File: src/rtl/core/sdhs_ram.sv
`timescale 1ns / 1ps
// ----------------------------------------------------------------------------
// Generic RAM
// Single write port, single read port with registered read data.
// ----------------------------------------------------------------------------
module sdhs_ram #(
  parameter int unsigned WIDTH = 8,
  parameter int unsigned DEPTH = 512
) (
  input  logic                     clk,
  input  logic                     we,
  input  logic [$clog2(DEPTH)-1:0] waddr,
  input  logic [WIDTH-1:0]         wdata,
  input  logic [$clog2(DEPTH)-1:0] raddr,
  output logic [WIDTH-1:0]         rdata
);

  logic [WIDTH-1:0] mem [DEPTH];

  always_ff @(posedge clk) begin
    if (we) begin
      mem[waddr] <= wdata;
    end
    rdata <= mem[raddr];
  end

endmodule

File: config.mk
export PLATFORM = sky130hd
export DESIGN_NAME = sdhs_ram
export DESIGN_NICKNAME = d
export VERILOG_FILES = /design/src/rtl/core/sdhs_ram.sv
export SDC_FILE = /design/constraint.sdc
export NUM_CORES = 2
export LEC_CHECK = 0
export ABC_CLOCK_PERIOD_IN_PS = 6400
export BUFFER_PORTS_ARGS = -buffer_cell sky130_fd_sc_hd__buf_2
export CAP_MARGIN = 20
export CORE_MARGIN = 2
export CORE_UTILIZATION = 55
export CTS_CLUSTER_DIAMETER = 60
export CTS_CLUSTER_SIZE = 28
export DETAILED_ROUTE_END_ITERATION = 6
export HOLD_SLACK_MARGIN = 0.1
export PLACE_DENSITY_LB_ADDON = 0.1
export SETUP_SLACK_MARGIN = 0.5
export SLEW_MARGIN = 30
export SYNTH_ARGS = -nofsm -noshare
export SYNTH_HDL_FRONTEND = slang
export SYNTH_SLANG_ARGS = --single-unit
File: constraint.sdc
create_clock -name clk -period 6.4 [get_ports clk]
set_clock_uncertainty 0.1 [all_clocks]
set_input_delay 0.32 -clock clk [delete_from_list [all_inputs] [get_ports clk]]
set_output_delay 0.32 -clock clk [all_outputs]
set_load 0.05 [all_outputs]
==> results.md <==
* Critical path depth at 9
* Die ar. at approximately 300000 um^2
* Reg2reg path depth at 7
* Global-route wire length before repair at approximately 590 mm
* Crit start category: input port
* Setup TNS Final at 0 ns
* Reg2reg start: mem[482][4]
* Die Ht at 543.2 um
* Worst setup EP type: flop
* CP Cell Sequence: buf_6 > or2_4 > buf_12 > o221ai_1 > a21oi_1 > o21ai_0 > nand4_1 > nand2_1 > o2111a_1
* R2R Path End: rdata[4]
* Pwr/cell area at approximately 300 nW/um^2
* CP peak stage delay at about 0.78 ns
* Io pins at 36
* Synth Net Count at just over 8000
* Sink Count at between 4000 and 5000
* Nets@finish at 8022
* Clock Latency Late Sink at just over 0.9 ns
* Hold EP: mem[282][4]
* Worst-path clk slew at 0.09 ns
* Slew @ Worst Pin at 1.128 ns
* Die width at 543.2 um
* FFs w/ async S/R, synth at 0%
* Power after layout at between 50 and 60 mW
* Pre-antenna DRT Iters at 6
* Dpl hpwl at between 200 and 250 mm
* Synth Register Bits at a little over 4000
* Core footprint at about 290000 um^2
* Pleak at 54.15 nW
* CTS root buffer: clkbuf_16
* Overall via count from detail_route at ~80000
* Critical Path Slowest Stage Cell: or2_4
* Critical path data arrival time at 4.73 ns
* Max Root-Sink Buffers at 4
* # fillers at around 20000
* Period utilisation layout at 62.64%
* Hold Crit Start: waddr[3]
* Reg-to-reg slack, setup at approximately 3.3 ns
* Comb power frac at ~5.3%
* Critical path's top delay family: simple AND/OR/NAND/NOR gates
* CTS tree: yes
* Initial Util at between 50% and 60%
* CTS Buf Count at roughly 270
* Max-capacitance violation count at 0
* CP Max Fanout at 86
* Mapped cell area at 159900 um^2
* Net Sw Frac at 23.00%
* Cells after synthesis at ~8000
* Clock share of power at between 30% and 40%
* Most frequent cells in the layout: edfxtp_1 (4096), mux2i_1 (797), mux4_2 (654)
* Fin. Hold Viols at 0
* RD Place Congestion at 0.9042
* Routed vias/inst at between 6 and 7
* HP Class: in -> reg
* Slew Viols, Final at 0
* Initial antenna violation count at 36
* Post-synth cell types at 51
* Max-slew headroom at 24.03%
* DRC Markers at 0
* Routed Antenna Nets at 0
* Post-synth top flop: edfxtp_1
* WL final at approximately 420 mm
* Internal power at between 30 and 40 mW
* Status: finished clean
* Hold depth at 5
* Rows at ~200
* Hold_ws at roughly 0.18 ns
* Final setup viols at 0
* Number of synthesized flops with an enable pin at slightly above 4000
* RSZ-0062 raised after global routing: false
* Sequential-to-total area share from yosys stat at between 70% and 80%
* Fmax at roughly 250 MHz
* Synth Area per Inst at 19.92 um^2
* VDD IR-drop max at 0.2385 mV
* Layout cells sized above 1 at between 10% and 20%
* Psw at between 10 and 15 mW
* P&R area growth vs syn at 8.751%
* Largest net degree at the start of global routing at 195
* Synth warnings at 0
* GRT overflow at 0
* Buffers on Ports at 35
* Vias in the first global route at 78694
* Req. time, crit path at approximately 7 ns
* H-Tree Depth at 5
* Total Routing Usage GR at roughly 28%
* CTS resizes at 0
* Commonest non-fill, non-tap cell in the layout: edfxtp_1
* Buffers & Inverters on Critical Path at 2
* Crit path kind: in -> reg
* Reg power frac at 57.4%
* DR WL/cell at around 34 um
* Min Clock Period, post-route at ~4 ns
* DR iter-0 viols at 12242
==> state kept, by name (all words and copies together) (netlist names) <==
| register | count |
|---|---|
| rdata | 8 |
| mem | 4096 |
==> worst max-delay path by stage <==
stage	startpoint	endpoint	slack, ns
2_1_floorplan	raddr[0]	rdata[0]	4.01
3_3_place_gp	raddr[2]	rdata[4]	1.56
3_5_place_dp	raddr[2]	rdata[7]	1.61
4_1_cts	raddr[2]	rdata[7]	2.60
5_1_grt	raddr[2]	rdata[2]	2.52
6_report	raddr[2]	rdata[7]	2.39
==> power by group through the flow <==
| stage | logic [mW] | clock network [mW] | registers (mW) |
|---|---|---|---|
| after detailed placement | 2.69 | 0 | 30.2 |
| after global routing | 2.83 | 20.4 | 29.6 |
| after CTS | 2.70 | 19.5 | 29.6 |
| after floorplan | 1.41 | 0 | 30.2 |
| after global placement | 2.65 | 0 | 30.2 |
| final | 2.71 | 19.3 | 29.6 |
==> through the flow <==
step	cells	setup slack, ns	instance area, um^2	utilization [%]
after floorplan	8030	4.008	159900	-
final	12105	2.391	173900	60.26
after detailed placement	11588	1.612	164200	56.87
after global placement	11584	1.563	164000	56.83
after global routing	12092	2.519	173900	60.25
after CTS	12090	2.596	173800	60.22
==> what timing repair did <==
| item | 4_1_cts | 5_1_grt |
|---|---|---|
| hold buffers | 9 | 0 |
| setup buffers | 0 | 0 |
| endpoints found under the hold margin | 663 | 0 |
==> cells by family (layout without fill, tap and decap cells) <==
group                  after synthesis  after routing  synth area share, %
buffers and inverters              516            697                1.849
other                                0             14                    0
AND/OR/NAND/NOR                    980            980                2.631
flip-flops                        4104           4104                77.01
AO/OA/AOI/OAI                      979            979                4.313
multiplexers                      1451           1451                14.20
==> tightest hold or removal path, delay by kind of cell <==
family	cells	cell delay, ns
AND/OR/NAND/NOR	4	0.54
buffers and inverters	1	0.12
==> synthesized netlist by cell type (3+ instances only) <==
master / count / area, um^2
nor4_1: 36 / 225.2
buf_4: 70 / 525.5
and3_1: 4 / 25.02
dfxtp_1: 8 / 160.2
o21ai_0: 118 / 590.6
nand4_1: 32 / 200.2
buf_12: 5 / 100.1
o221ai_1: 371 / 3249
nor2_1: 597 / 2241
or2_2: 4 / 25.02
a2111oi_0: 3 / 26.28
and2_1: 20 / 125.1
nor3_1: 109 / 545.5
o2111a_1: 8 / 90.09
mux2i_1: 797 / 7978
clkbuf_1: 265 / 994.7
buf_1: 41 / 153.9
nor2b_1: 6 / 37.54
or3_1: 6 / 37.54
mux4_2: 654 / 14730
o22a_1: 3 / 26.28
a21oi_1: 194 / 970.9
o41ai_1: 7 / 61.31
nand3_1: 36 / 180.2
buf_6: 64 / 720.7
a211oi_1: 17 / 127.6
edfxtp_1: 4096 / 123000
nand2_1: 111 / 416.7
o31ai_1: 13 / 97.59
a22o_1: 5 / 43.79
o311ai_0: 5 / 43.79
nor3b_1: 8 / 60.06
buf_8: 11 / 165.2
a22oi_1: 61 / 457.9
buf_2: 57 / 285.3
and3b_1: 4 / 35.03
nand2b_1: 4 / 25.02
o22ai_1: 163 / 1020
==> final cells by class <==
class                      count  area, um^2  area share, %
sequential                  4104      123200          70.81
multi-input combinational   3410       34090          19.60
clock buffer                 291        7058          4.058
tap                         3880        4855          2.791
clock inverter               202        2527          1.453
timing repair buffer         201        2183          1.255
antenna                       14       35.03        0.02014
inverter                       3       18.77        0.01079
==> routing by layer <==
layer	up-vias	routed length, um	part of all wire (%)	track usage, %
met2	3977	191000	46	42.29
li1	33337	-	-	-
met1	42887	170700	41	41.88
met4	16	15330	3.7	9.175
met3	723	38020	9.2	5.262
met5	-	101	0.024	0
(Power assumes the default switching activity.)
